**src/rtl/elf_stream_loader_macros.svh**
```systemverilog
// Assertion macros used by the loader sequencer.
// Depends on nothing; included by files that assert.
`ifndef ELF_STREAM_LOADER_MACROS_SVH
`define ELF_STREAM_LOADER_MACROS_SVH
// Implication checked on every rising clock edge outside reset.
`define ESL_ASSERT_IMP(lbl, clk, rst_n, a, c) \
    lbl: assert property (@(posedge clk) disable iff (!rst_n) (a) |-> (c)) \
        else $error("assertion failed");
// Next-cycle implication checked outside reset.
`define ESL_ASSERT_NXT(lbl, clk, rst_n, a, c) \
    lbl: assert property (@(posedge clk) disable iff (!rst_n) (a) |=> (c)) \
        else $error("assertion failed");
`endif

```
**src/rtl/esl_pkg.sv**
```systemverilog
// Types and constants for the ELF stream loader.
// Depends on nothing.
`timescale 1ns / 1ps
package esl_pkg;
    localparam logic [2:0] KIND_WRITE  = 3'd0;
    localparam logic [2:0] KIND_FILL   = 3'd1;
    localparam logic [2:0] KIND_START  = 3'd2;
    localparam logic [2:0] KIND_MAGIC  = 3'd3;
    localparam logic [2:0] KIND_HDRBIG = 3'd4;
    localparam logic [2:0] KIND_ORDER  = 3'd5;
    localparam logic [31:0] ELF_MAGIC  = 32'h464C457F;
    localparam int unsigned HDR_BYTES  = 52;

    // Datapath operations
    localparam logic [3:0] OP_NONE    = 4'd0;
    localparam logic [3:0] OP_HDR     = 4'd1;
    localparam logic [3:0] OP_PHDR    = 4'd2;
    localparam logic [3:0] OP_SCAN    = 4'd3;  // begin reading a field
    localparam logic [3:0] OP_RDSTEP  = 4'd4;  // one byte of field read
    localparam logic [3:0] OP_SKIP    = 4'd5;
    localparam logic [3:0] OP_LOAD    = 4'd6;
    localparam logic [3:0] OP_SETSEG  = 4'd7;  // latch paddr as write address, compute skip
    localparam logic [3:0] OP_SETLEN  = 4'd8;  // remaining = filesz
    localparam logic [3:0] OP_NEXTSEG = 4'd9;
    localparam logic [3:0] OP_ZSEG    = 4'd10;
    localparam logic [3:0] OP_SAVE    = 4'd11;  // save read field to slot

    typedef struct packed {
        logic [3:0] op;
        logic [2:0] field;  // field word index (offset/4)
        logic [1:0] rd_byte;
        logic [2:0] slot;
        logic [7:0] rx;
    } t_cmd;

    typedef struct packed {
        logic        hdr_done;   // 52nd header byte taken
        logic        tbl_big;
        logic        tbl_zero;
        logic        phdr_done;
        logic        magic_ok;
        logic        seg_end;    // segment_index >= ph_count
        logic        skip_zero;  // remaining hits zero
        logic        is_load;
        logic        off_behind;
        logic        off_equal;
        logic        fill_need;
        logic [31:0] fill_addr;
        logic [31:0] fill_len;
        logic [31:0] wr_addr;
        logic [31:0] entry;
    } t_stat;
endpackage

```
**src/rtl/esl_if.sv**
```systemverilog
// Valid/ready stream interface with a typed payload.
// Depends on nothing.
`timescale 1ns / 1ps
interface esl_if #(parameter type T = logic [7:0]);
    logic valid;
    logic ready;
    T     payload;
    modport source (output valid, output payload, input ready);
    modport sink (input valid, input payload, output ready);
endinterface

```
**src/rtl/esl_datapath.sv**
```systemverilog
// Loader datapath: header fields, program header store, segment registers.
// Depends on esl_pkg.
`timescale 1ns / 1ps
module esl_datapath #(
    parameter int PHDR_BYTES = 128
) (
    input  logic          i_clk,
    input  logic          i_rst_n,
    input  esl_pkg::t_cmd i_cmd,
    output esl_pkg::t_stat o_stat
);
    import esl_pkg::*;
    localparam int AW = $clog2(PHDR_BYTES);

    logic [7:0]  r_mem [PHDR_BYTES];
    logic [7:0]  r_rd;
    logic [31:0] r_pos, r_magic, r_entry, r_rem, r_waddr;
    logic [15:0] r_esize, r_count;
    logic [15:0] r_seg;
    logic [31:0] r_field;
    logic [31:0] r_off, r_paddr, r_fsz, r_msz, r_type;
    logic        r_rd_ok;
    logic [32:0] r_tbl;
    logic [31:0] r_base;

    logic [32:0] rd_addr;
    logic [31:0] phidx;
    logic [31:0] pos_inc;
    logic [32:0] diff;
    logic [31:0] n_rem;
    logic [31:0] tbl_prod;

    assign pos_inc  = r_pos + 32'd1;
    assign phidx    = r_pos - 32'(HDR_BYTES);
    assign rd_addr  = {1'b0, r_base} + 33'({i_cmd.field, 2'b00}) + 33'(i_cmd.rd_byte);
    assign diff     = {1'b0, r_off} - {1'b0, r_pos};
    assign n_rem    = r_rem - 32'd1;
    assign tbl_prod = 32'(r_esize) * 32'(r_count);

    always_ff @(posedge i_clk) begin
        if (i_cmd.op == OP_PHDR && phidx < 32'(PHDR_BYTES)) begin
            r_mem[phidx[AW-1:0]] <= i_cmd.rx;
        end
        r_rd    <= r_mem[rd_addr[AW-1:0]];
        r_rd_ok <= (rd_addr < r_tbl) && (rd_addr < 33'(PHDR_BYTES));
    end

    always_ff @(posedge i_clk) begin
        if (!i_rst_n) begin
            r_pos <= '0; r_magic <= '0; r_entry <= '0; r_esize <= '0; r_count <= '0;
            r_seg <= '0; r_rem <= '0; r_waddr <= '0; r_base <= '0; r_tbl <= '0;
        end else begin
            r_tbl <= {1'b0, tbl_prod};
            case (i_cmd.op)
                OP_HDR: begin
                    r_pos <= pos_inc;
                    if (r_pos < 32'd4) r_magic[8*r_pos[1:0] +: 8] <= i_cmd.rx;
                    else if (r_pos >= 32'd24 && r_pos < 32'd28)
                        r_entry[8*r_pos[1:0] +: 8] <= i_cmd.rx;
                    else if (r_pos == 32'd42) r_esize[7:0] <= i_cmd.rx;
                    else if (r_pos == 32'd43) r_esize[15:8] <= i_cmd.rx;
                    else if (r_pos == 32'd44) r_count[7:0] <= i_cmd.rx;
                    else if (r_pos == 32'd45) r_count[15:8] <= i_cmd.rx;
                end
                OP_PHDR: r_pos <= pos_inc;
                OP_ZSEG: begin r_seg <= '0; r_base <= '0; end
                OP_NEXTSEG: begin
                    r_seg  <= r_seg + 16'd1;
                    r_base <= r_base + 32'(r_esize);
                end
                OP_SETSEG: begin
                    r_waddr <= r_paddr;
                    r_rem   <= diff[31:0];
                end
                OP_SETLEN: r_rem <= r_fsz;
                OP_SKIP: begin r_pos <= pos_inc; r_rem <= n_rem; end
                OP_LOAD: begin
                    r_pos <= pos_inc; r_rem <= n_rem; r_waddr <= r_waddr + 32'd1;
                end
                default: ;
            endcase
        end
    end

    // Field assembly: one byte per cycle, slot selects destination
    always_ff @(posedge i_clk) begin
        if (i_cmd.op == OP_SCAN) r_field <= '0;
        else if (i_cmd.op == OP_RDSTEP)
            r_field <= {(r_rd_ok ? r_rd : 8'd0), r_field[31:8]};
        if (i_cmd.op == OP_SAVE) begin
            case (i_cmd.slot)
                3'd0: r_type  <= r_field;
                3'd1: r_off   <= r_field;
                3'd2: r_paddr <= r_field;
                3'd3: r_fsz   <= r_field;
                default: r_msz <= r_field;
            endcase
        end
    end

    logic [31:0] fd;
    logic [32:0] fl;
    always_comb begin
        fd = r_msz - r_fsz;
        fl = {1'b0, fd} + 33'd3;
        o_stat.hdr_done   = (pos_inc == 32'(HDR_BYTES));
        o_stat.tbl_big    = tbl_prod > 32'(PHDR_BYTES);
        o_stat.tbl_zero   = tbl_prod == 32'd0;
        o_stat.phdr_done  = {1'b0, pos_inc - 32'(HDR_BYTES)} >= r_tbl;
        o_stat.magic_ok   = r_magic == ELF_MAGIC;
        o_stat.seg_end    = r_seg >= r_count;
        o_stat.skip_zero  = n_rem == 32'd0;
        o_stat.is_load    = (r_type == 32'd1) && (r_fsz != 32'd0);
        o_stat.off_behind = r_off < r_pos;
        o_stat.off_equal  = r_off == r_pos;
        o_stat.fill_need  = r_msz > r_fsz;
        o_stat.fill_addr  = r_paddr + r_fsz;
        o_stat.fill_len   = fl[32] ? 32'hFFFFFFFC : {fl[31:2], 2'b00};
        o_stat.wr_addr    = r_waddr;
        o_stat.entry      = r_entry;
    end
endmodule

```
**src/rtl/esl_ctrl.sv**
```systemverilog
// Loader sequencer: drives datapath commands and forms result items.
// Depends on esl_pkg and the assertion macros.
`timescale 1ns / 1ps
`include "elf_stream_loader_macros.svh"
module esl_ctrl (
    input  logic           i_clk,
    input  logic           i_rst_n,
    input  logic           i_in_valid,
    input  logic [7:0]     i_in_byte,
    output logic           o_in_ready,
    output logic           o_out_valid,
    input  logic           i_out_ready,
    output logic [2:0]     o_kind,
    output logic [31:0]    o_address,
    output logic [7:0]     o_data,
    output logic [31:0]    o_length,
    output logic           o_last,
    output esl_pkg::t_cmd  o_cmd,
    input  esl_pkg::t_stat i_stat
);
    import esl_pkg::*;
    localparam logic [3:0] S_HDR = 4'd0, S_PHDR = 4'd1, S_SKIP = 4'd2, S_LOAD = 4'd3,
        S_DONE = 4'd4, S_SCAN = 4'd5, S_RD = 4'd6, S_SAVE = 4'd7, S_DECIDE = 4'd8,
        S_FILL = 4'd9, S_EMIT = 4'd10, S_LEN = 4'd11, S_SEL = 4'd12, S_TAIL = 4'd13,
        S_FLUSH = 4'd14;

    logic [3:0] r_st, n_st, r_ret, n_ret;
    logic [2:0] r_fi, n_fi;     // field step 0..4
    logic [2:0] r_bc, n_bc;     // byte counter 0..5
    logic       r_ov, n_ov;
    logic [2:0] r_kind, n_kind;
    logic [31:0] r_addr, n_addr, r_len, n_len;
    logic [7:0] r_dat, n_dat;
    logic       r_last, n_last;
    logic       r_wp, n_wp;     // segment's final write held in the result registers
    logic       r_fp, n_fp;     // zero fill pending
    logic       r_fv, n_fv;     // start or order error pending
    logic [2:0] r_fk, n_fk;
    logic [31:0] r_faddr, n_faddr, r_flen, n_flen;
    logic       take;
    logic [2:0] fld;

    // field word index for step: type, offset, paddr, filesz, memsz
    always_comb begin
        case (r_fi)
            3'd0: fld = 3'd0;
            3'd1: fld = 3'd1;
            3'd2: fld = 3'd3;
            3'd3: fld = 3'd4;
            default: fld = 3'd5;
        endcase
    end

    assign o_in_ready = !r_ov && (r_st == S_HDR || r_st == S_PHDR || r_st == S_SKIP
                        || r_st == S_LOAD || r_st == S_DONE);
    assign take = i_in_valid && o_in_ready;
    assign o_out_valid = r_ov;
    assign o_kind = r_kind; assign o_address = r_addr; assign o_data = r_dat;
    assign o_length = r_len; assign o_last = r_last;

    always_comb begin
        n_st = r_st; n_ret = r_ret; n_fi = r_fi; n_bc = r_bc;
        n_ov = r_ov && !i_out_ready;
        n_kind = r_kind; n_addr = r_addr; n_dat = r_dat; n_len = r_len; n_last = r_last;
        n_wp = r_wp; n_fp = r_fp; n_fv = r_fv; n_fk = r_fk;
        n_faddr = r_faddr; n_flen = r_flen;
        o_cmd = '{op: OP_NONE, field: fld, rd_byte: r_bc[1:0], slot: r_fi, rx: i_in_byte};
        unique case (r_st)
            S_HDR: if (take) begin
                o_cmd.op = OP_HDR;
                if (i_stat.hdr_done) n_st = S_SEL;  // decide after fields settle
            end
            S_SEL: begin
                if (i_stat.tbl_big) begin
                    n_ov = 1'b1; n_kind = KIND_HDRBIG; n_addr = '0; n_dat = '0;
                    n_len = '0; n_last = 1'b1; n_st = S_DONE;
                end else if (i_stat.tbl_zero) n_st = S_EMIT;
                else n_st = S_PHDR;
            end
            S_PHDR: if (take) begin
                o_cmd.op = OP_PHDR;
                if (i_stat.phdr_done) n_st = S_EMIT;
            end
            S_EMIT: begin  // magic check
                if (!i_stat.magic_ok) begin
                    n_ov = 1'b1; n_kind = KIND_MAGIC; n_addr = '0; n_dat = '0;
                    n_len = '0; n_last = 1'b1; n_st = S_DONE;
                end else begin
                    o_cmd.op = OP_ZSEG; n_st = S_SCAN;
                end
            end
            S_SCAN: if (!r_ov) begin
                if (i_stat.seg_end) begin
                    n_fv = 1'b1; n_fk = KIND_START; n_st = S_FLUSH;
                end else begin
                    o_cmd.op = OP_SCAN; n_fi = '0; n_bc = '0; n_st = S_RD;
                end
            end
            S_RD: begin
                // bc 0: address issued; 1..4 data arriving
                if (r_bc != 3'd0) o_cmd.op = OP_RDSTEP;
                o_cmd.rd_byte = r_bc[1:0];
                n_bc = r_bc + 3'd1;
                if (r_bc == 3'd4) n_st = S_SAVE;
            end
            S_SAVE: begin
                o_cmd.op = OP_SAVE;
                if (r_fi == 3'd4) n_st = S_DECIDE;
                else begin
                    n_fi = r_fi + 3'd1; n_bc = '0; n_st = S_LEN;
                end
            end
            S_LEN: begin o_cmd.op = OP_SCAN; n_st = S_RD; end
            S_DECIDE: begin
                if (!i_stat.is_load) begin
                    o_cmd.op = OP_NEXTSEG; n_st = S_SCAN;
                end else if (i_stat.off_behind) begin
                    n_fv = 1'b1; n_fk = KIND_ORDER; n_st = S_FLUSH;
                end else if (i_stat.off_equal) begin
                    o_cmd.op = OP_SETSEG; n_st = S_FLUSH; n_ret = S_FILL;
                end else begin
                    o_cmd.op = OP_SETSEG; n_st = S_FLUSH; n_ret = S_SKIP;
                end
            end
            S_FLUSH: if (!r_ov) begin
                // Release held results in order; last goes on the final one.
                if (r_wp) begin
                    n_ov = 1'b1; n_last = !(r_fp || r_fv); n_wp = 1'b0;
                end else if (r_fp) begin
                    n_ov = 1'b1; n_kind = KIND_FILL; n_addr = r_faddr; n_dat = '0;
                    n_len = r_flen; n_last = !r_fv; n_fp = 1'b0;
                end else if (r_fv) begin
                    n_ov = 1'b1; n_kind = r_fk;
                    n_addr = (r_fk == KIND_START) ? i_stat.entry : '0;
                    n_dat = '0; n_len = '0; n_last = 1'b1; n_fv = 1'b0; n_st = S_DONE;
                end else n_st = r_ret;
            end
            S_FILL: begin o_cmd.op = OP_SETLEN; n_st = S_LOAD; end
            S_SKIP: if (take) begin
                o_cmd.op = OP_SKIP;
                if (i_stat.skip_zero) n_st = S_FILL;
            end
            S_LOAD: if (take) begin
                o_cmd.op = OP_LOAD;
                n_kind = KIND_WRITE; n_addr = i_stat.wr_addr;
                n_dat = i_in_byte; n_len = '0; n_last = 1'b1;
                if (i_stat.skip_zero) begin
                    n_wp = 1'b1; n_st = S_TAIL;
                end else n_ov = 1'b1;
            end
            S_TAIL: begin  // segment tail: note the fill, then search on
                n_fp = i_stat.fill_need; n_faddr = i_stat.fill_addr;
                n_flen = i_stat.fill_len;
                o_cmd.op = OP_NEXTSEG; n_st = S_SCAN;
            end
            default: ;  // S_DONE: swallow bytes
        endcase
    end

    always_ff @(posedge i_clk) begin
        if (!i_rst_n) begin
            r_st <= S_HDR; r_ret <= S_LOAD; r_fi <= '0; r_bc <= '0; r_ov <= 1'b0;
            r_wp <= 1'b0; r_fp <= 1'b0; r_fv <= 1'b0;
        end else begin
            r_st <= n_st; r_ret <= n_ret; r_fi <= n_fi; r_bc <= n_bc; r_ov <= n_ov;
            r_wp <= n_wp; r_fp <= n_fp; r_fv <= n_fv;
        end
    end
    always_ff @(posedge i_clk) begin
        r_kind <= n_kind; r_addr <= n_addr; r_dat <= n_dat; r_len <= n_len;
        r_last <= n_last; r_fk <= n_fk; r_faddr <= n_faddr; r_flen <= n_flen;
    end

    `ESL_ASSERT_IMP(a_no_take_busy, i_clk, i_rst_n, r_ov, !o_in_ready)
    `ESL_ASSERT_IMP(a_kind_range, i_clk, i_rst_n, r_ov, r_kind <= KIND_ORDER)
    `ESL_ASSERT_NXT(a_done_stays, i_clk, i_rst_n, r_st == S_DONE, r_st == S_DONE)
    `ESL_ASSERT_IMP(a_held_blocks_in, i_clk, i_rst_n, r_wp, !o_in_ready)
endmodule

```
**src/rtl/elf_stream_loader.sv**
```systemverilog
// ELF stream loader top level: wires sequencer, datapath and stream ports.
// Depends on esl_pkg, esl_if, esl_ctrl and esl_datapath.
// Usage:
//   i_rx is a valid/ready byte stream carrying the ELF image in file order.
//   o_res delivers result items: byte writes, zero fills, start or an error.
//   Header and program header bytes are taken one per cycle. At the end of the
//   program header table, and after each segment, the next loadable entry is
//   searched: each table entry reads its five fields in turn, one store byte
//   read per cycle from the header memory, and then makes one decision.
//   No input is taken during the search.
//   A payload byte, other than a segment's final one, yields its write result in
//   the cycle after acceptance; the next byte is taken only once that result leaves.
//   The write of a segment's final byte is held until the search ends; then
//   write, zero fill and start or order error leave in that order, and last
//   marks the final result of that byte. All other results carry last = 1.
//   Reset (synchronous, active low) returns to reading the file header.
//   A stalled receiver holds the result; no input is taken meanwhile.
//   After start or an error, every further byte is accepted and dropped.
`timescale 1ns / 1ps
module elf_stream_loader #(
    parameter int PHDR_BYTES = 128
) (
    input logic  i_clk,
    input logic  i_rst_n,
    esl_if.sink  i_rx,
    esl_if.source o_res
);
    import esl_pkg::*;
    t_cmd  cmd;
    t_stat stat;
    logic [2:0] kind; logic [31:0] addr; logic [7:0] dat; logic [31:0] len; logic lst;

    esl_ctrl u_ctrl (
        .i_clk(i_clk), .i_rst_n(i_rst_n),
        .i_in_valid(i_rx.valid), .i_in_byte(i_rx.payload), .o_in_ready(i_rx.ready),
        .o_out_valid(o_res.valid), .i_out_ready(o_res.ready),
        .o_kind(kind), .o_address(addr), .o_data(dat), .o_length(len), .o_last(lst),
        .o_cmd(cmd), .i_stat(stat)
    );
    esl_datapath #(.PHDR_BYTES(PHDR_BYTES)) u_dp (
        .i_clk(i_clk), .i_rst_n(i_rst_n), .i_cmd(cmd), .o_stat(stat)
    );
    assign o_res.payload = {kind, addr, dat, len, lst};
endmodule
```
**src/flat_wrapper.sv**
```systemverilog
// flat-port wrapper written by rule: the top's interface ports become plain ports
module elf_stream_loader_flat import esl_pkg::*;
#(
    parameter int PHDR_BYTES = 128
)
  (i_clk, i_rst_n, i_rx_valid, i_rx_payload, i_rx_ready, o_res_valid, o_res_payload, o_res_ready);
  esl_if i_rx_i ();
  esl_if o_res_i ();
  input logic i_clk;
  input logic i_rst_n;
  input wire logic [$bits(i_rx_i.valid)-1:0] i_rx_valid;
  input wire logic [$bits(i_rx_i.payload)-1:0] i_rx_payload;
  output wire logic [$bits(i_rx_i.ready)-1:0] i_rx_ready;
  output wire logic [$bits(o_res_i.valid)-1:0] o_res_valid;
  output wire logic [$bits(o_res_i.payload)-1:0] o_res_payload;
  input wire logic [$bits(o_res_i.ready)-1:0] o_res_ready;
  assign i_rx_i.valid = i_rx_valid;
  assign i_rx_i.payload = i_rx_payload;
  assign i_rx_ready = i_rx_i.ready;
  assign o_res_valid = o_res_i.valid;
  assign o_res_payload = o_res_i.payload;
  assign o_res_i.ready = o_res_ready;
  elf_stream_loader #(.PHDR_BYTES(PHDR_BYTES)) u_core (.i_clk(i_clk), .i_rst_n(i_rst_n), .i_rx(i_rx_i), .o_res(o_res_i));
endmodule
```
**config.mk**
```make
export PLATFORM = sky130hd
export DESIGN_NAME = elf_stream_loader_flat
export DESIGN_NICKNAME = d
export VERILOG_FILES = /design/src/rtl/esl_pkg.sv /design/src/rtl/esl_if.sv /design/src/rtl/esl_datapath.sv /design/src/rtl/esl_ctrl.sv /design/src/rtl/elf_stream_loader.sv /design/src/flat_wrapper.sv
export VERILOG_INCLUDE_DIRS = /design/src /design/src/rtl
export SDC_FILE = /design/constraint.sdc
export NUM_CORES = 2
export LEC_CHECK = 0
export BUFFER_PORTS_ARGS = -buffer_cell sky130_fd_sc_hd__buf_4
export CAP_MARGIN = 20
export CORE_MARGIN = 4
export CORE_UTILIZATION = 38
export CTS_CLUSTER_DIAMETER = 120
export DETAILED_ROUTE_END_ITERATION = 6
export HOLD_SLACK_MARGIN = 0.12
export PLACE_DENSITY = 0.54
export REMOVE_ABC_BUFFERS = 1
export SLEW_MARGIN = 20
export SYNTH_ARGS = -nofsm -noshare
export SYNTH_HDL_FRONTEND = slang
export SYNTH_SLANG_ARGS = --single-unit
```
**constraint.sdc**
```tcl
create_clock -name i_clk -period 7 [get_ports i_clk]
set_clock_uncertainty 0.15 [all_clocks]
set_input_delay 0.7 -clock i_clk [delete_from_list [all_inputs] [get_ports i_clk]]
set_output_delay 0.7 -clock i_clk [all_outputs]
set_load 0.01 [all_outputs]
```
==> results.toml <==
[cts]
cts-buffers-inserted = 152
cts_buffer_depth = 3
hold_buffers = 0
cts.clk_slew.worst_paths_ns = 0.06
cts_tree = "built"
htree_levels = 4
clock-sinks = 1429
clockRootBuffer = "clkbuf_16"
clock_latency_ns = 0.78

[drt]
routedWlPerCell_um = 23.3
vias = 48000
firstDrtPassIters = 6
first_iter_violations = 4386
route.antenna.remaining_nets = 0
drc = 0
viasPerCell = 5.53
wirelength_um = 202000

[placed_design]
io_buffers = 19
dp_cells = 8389
gp_congestion = 0.880
detailed_place_hpwl_um = 139000

[yosys]
ys_ff_latch = 1429
synthAdderAreaFrac_pct = 10.3
synthMuxAreaShare_pct = 10.4
synth_compound_area_share_pct = 7.16
ys_seq_area_share_pct = 54.6
syn_area_um2 = 73700
yosys_warnings = 0
yosys.area_share.simple_pct = 11.5
netlist_instances = 5808
synth_top_family_by_area = "simple AND/OR/NAND/NOR gates"
synth_edf_count = 1163
synth-xor-area-share_pct = 2.51
post_synth.cell_area_avg_um2 = 12.7
synth-main-ff-cell = "edfxtp_1"
synth.distinct_cells = 86
async_reset_ff_share_pct = 0

[timing]
tns_ns = 0
whs_ns = 0.304
setup_violations = 0
fmax_mhz = 143
worst_pin_slew_ns = 1.05
maxSlewViolCount = 0
slew_headroom_pct = 29.7
rsz0062_at_grt = "true"
fin_crit_sh_pct = 99.8
period_needed_ns = 6.98
hold_viol = 0

[critical_path]
cp-start-kind = "flop"
reg2reg_to = "u_core.u_ctrl.o_length[4]"
r2r_setup_slack_ns = 0.02
criticalPathCategory = "flop to flop"
r2r_cells = 27
crit_end = "u_core.u_ctrl.o_length[4]"
r2r_start = "u_core.u_dp.r_count[6]"
cp-startpoint = "u_core.u_dp.r_count[6]"
arrival_ns = 7.35
cp.required_ns = 7.37
cp_max_fo = 8
endpoint_kind = "flop"

[layout]
n_fill_cell = 17400
layout-area-overhead-vs-synth_pct = 14.1
final_common_cell = "edfxtp_1"
layout_common_cells = "edfxtp_1, nand2_1, nor2_1"
nets = 6530
instances_no_fill = 8681
final_core_util_pct = 43.6
drive_above_1_share_pct = 16.9

[global_route]
gr-total-overflow = 0
grt_pass1_vias = 48000
grt_usage_pct = 20.1
grt_pass1_wl_um = 307000
grt_max_degree = 86
antenna_found_initial = 4

[floorplanning]
die_h_um = 448
die_w_um = 448
core-area_um2 = 193000
io_pins = 22
die_area_um2 = 201000
rows = 161
initial_core_util_pct = 38.2

[hold_path]
hold_class = "input port to flop"
hp-start = "o_res_ready"

[power_and_ir_drop]
irDropWorstVdd_uv = 258
power_density_nw_per_um2 = 225
power_leakage_nw = 29.9
power_mw = 18.9

[run]
max_cap_violations = 0

[status]
run_status = "finished, final reports clean"
## cell families (layout without fill, tap and decap cells)
group                      Yosys count  in the layout
and+or+nand+nor                   1797           1797
muxes                              367            367
buffers and inverters              679           1024
AOI/OAI and AO/OA                  835            835
xor gates and xnor gates           211            211
other                                1              3
adders and majority gates          489            489
DFF                               1429           1429
## cell type report
cell class,count,area (µm²),share of cell area [%]
Antenna cell,1,2.50,0.00298
Clock buffer,213,4230,5.03
Clock inverter,64,584,0.695
Inverter,386,1450,1.73
Multi-Input combinational cell,3701,31500,37.4
Sequential cell,1429,40300,47.9
Tap cell,2526,3160,3.76
Timing Repair Buffer,361,2880,3.42
## report_power, final
| part | internal (mW) | switching [mW] | total (mW) |
|---|---|---|---|
| logic | 0.437 | 0.860 | 1.30 |
| registers | 9.43 | 0.366 | 9.80 |
| clock network | 4.43 | 3.37 | 7.80 |
## state kept, by name, summed over array words and instances, names as in the netlist, 4 cells and up
name,count
u_core.u_ctrl.o_length,5
u_core.u_ctrl.r_flen,5
u_core.u_ctrl.r_st,4
u_core.u_dp.r_base,32
u_core.u_dp.r_count,16
u_core.u_dp.r_esize,16
u_core.u_dp.r_field,32
u_core.u_dp.r_fsz,32
u_core.u_dp.r_magic,32
u_core.u_dp.r_mem,1024
u_core.u_dp.r_msz,32
u_core.u_dp.r_off,32
u_core.u_dp.r_pos,32
u_core.u_dp.r_rd,8
u_core.u_dp.r_rem,32
u_core.u_dp.r_seg,16
u_core.u_dp.r_tbl,32
u_core.u_dp.r_type,32
## worst max-delay path: stages (launching register included)
cell      delay (ns)
dfxtp_4         0.38
buf_4           0.14
buf_4           0.15
and2_1          0.16
fa_1            0.54
inv_1           0.06
fa_1            0.53
inv_1           0.04
ha_1            0.21
fa_1            0.50
fa_1            0.49
inv_1           0.05
fa_1            0.52
inv_1           0.06
ha_4            0.26
o21a_1          0.12
o2111a_1        0.24
a22oi_2         0.23
o41ai_2         0.12
buf_4           0.15
or3_4           0.37
a21oi_2         0.13
nor4bb_4        0.29
nor4b_4         0.22
buf_4           0.18
and2_4          0.16
a311oi_2        0.08
buf_4           0.18
## synth_stat cells (all sizes together) (8+ instances only)
master,instances,area [µm²]
nor2,471,1770
buf,44,180
o211ai,31,233
nor2b,23,144
or2,14,87.6
xnor2,145,1270
o21a,23,173
o21bai,17,128
or3,44,275
mux2i,43,430
or4,15,113
ha,289,3620
fa,198,3960
and2,142,888
dfxtp,266,5330
a21oi,282,1410
clkbuf,249,935
nor4,60,390
nand3b,8,60.1
o21ai,173,866
a31oi,33,206
o22ai,16,100
mux4,320,7210
a22oi,13,97.6
a311oi,9,78.8
a211oi,34,255
and4,9,78.8
nor4b,11,96.3
nand3,127,636
and3,38,238
inv,379,1420
nand4,71,444
nand2b,42,263
nor3,131,656
o221ai,12,105
a21o,67,503
nand2,562,2110
o31ai,14,105
edfxtp,1163,34900
xor2,66,578
a221oi,17,149
nor3b,16,120
## repair_timing
action / in CTS / in global routing
hold endpoints to repair: 0 / 0
setup endpoints to repair: 11 / 11
resized for setup: 68 / 73
pin swaps: 21 / 55
setup buffers: 12 / 3
## layer usage
metal | global-route usage [%] | wire, µm | vias to the layer above
met4 | 4.92 | 4830 | 0
met5 | 0 | 0 | -
li1 | - | - | 21900
met3 | 3.35 | 12000 | 265
met1 | 29.2 | 92900 | 24500
met2 | 31.6 | 92500 | 1383
## per-stage QoR
stage | cell area (µm²) | setup slack [ns]
6_report | 84100 | 0.0151
5_1_grt | 84100 | -0.236
4_1_cts | 83700 | -0.0298
3_5_place_dp | 78600 | -0.576
3_3_place_gp | 78600 | -0.537
2_1_floorplan | 72600 | -4.73
## how the worst min path moves through the flow
stage / cells after the start / endpoint
2_1_floorplan: 2 / u_core.u_ctrl.r_ret[0]
3_3_place_gp: 2 / u_core.u_dp.r_field[24]
3_5_place_dp: 1 / u_core.u_dp.r_rem[24]
4_1_cts: 3 / u_core.u_ctrl.o_out_valid
5_1_grt: 3 / u_core.u_ctrl.o_out_valid
6_report: 3 / u_core.u_ctrl.o_out_valid
Note: power is estimated with default switching activity, not from simulation.
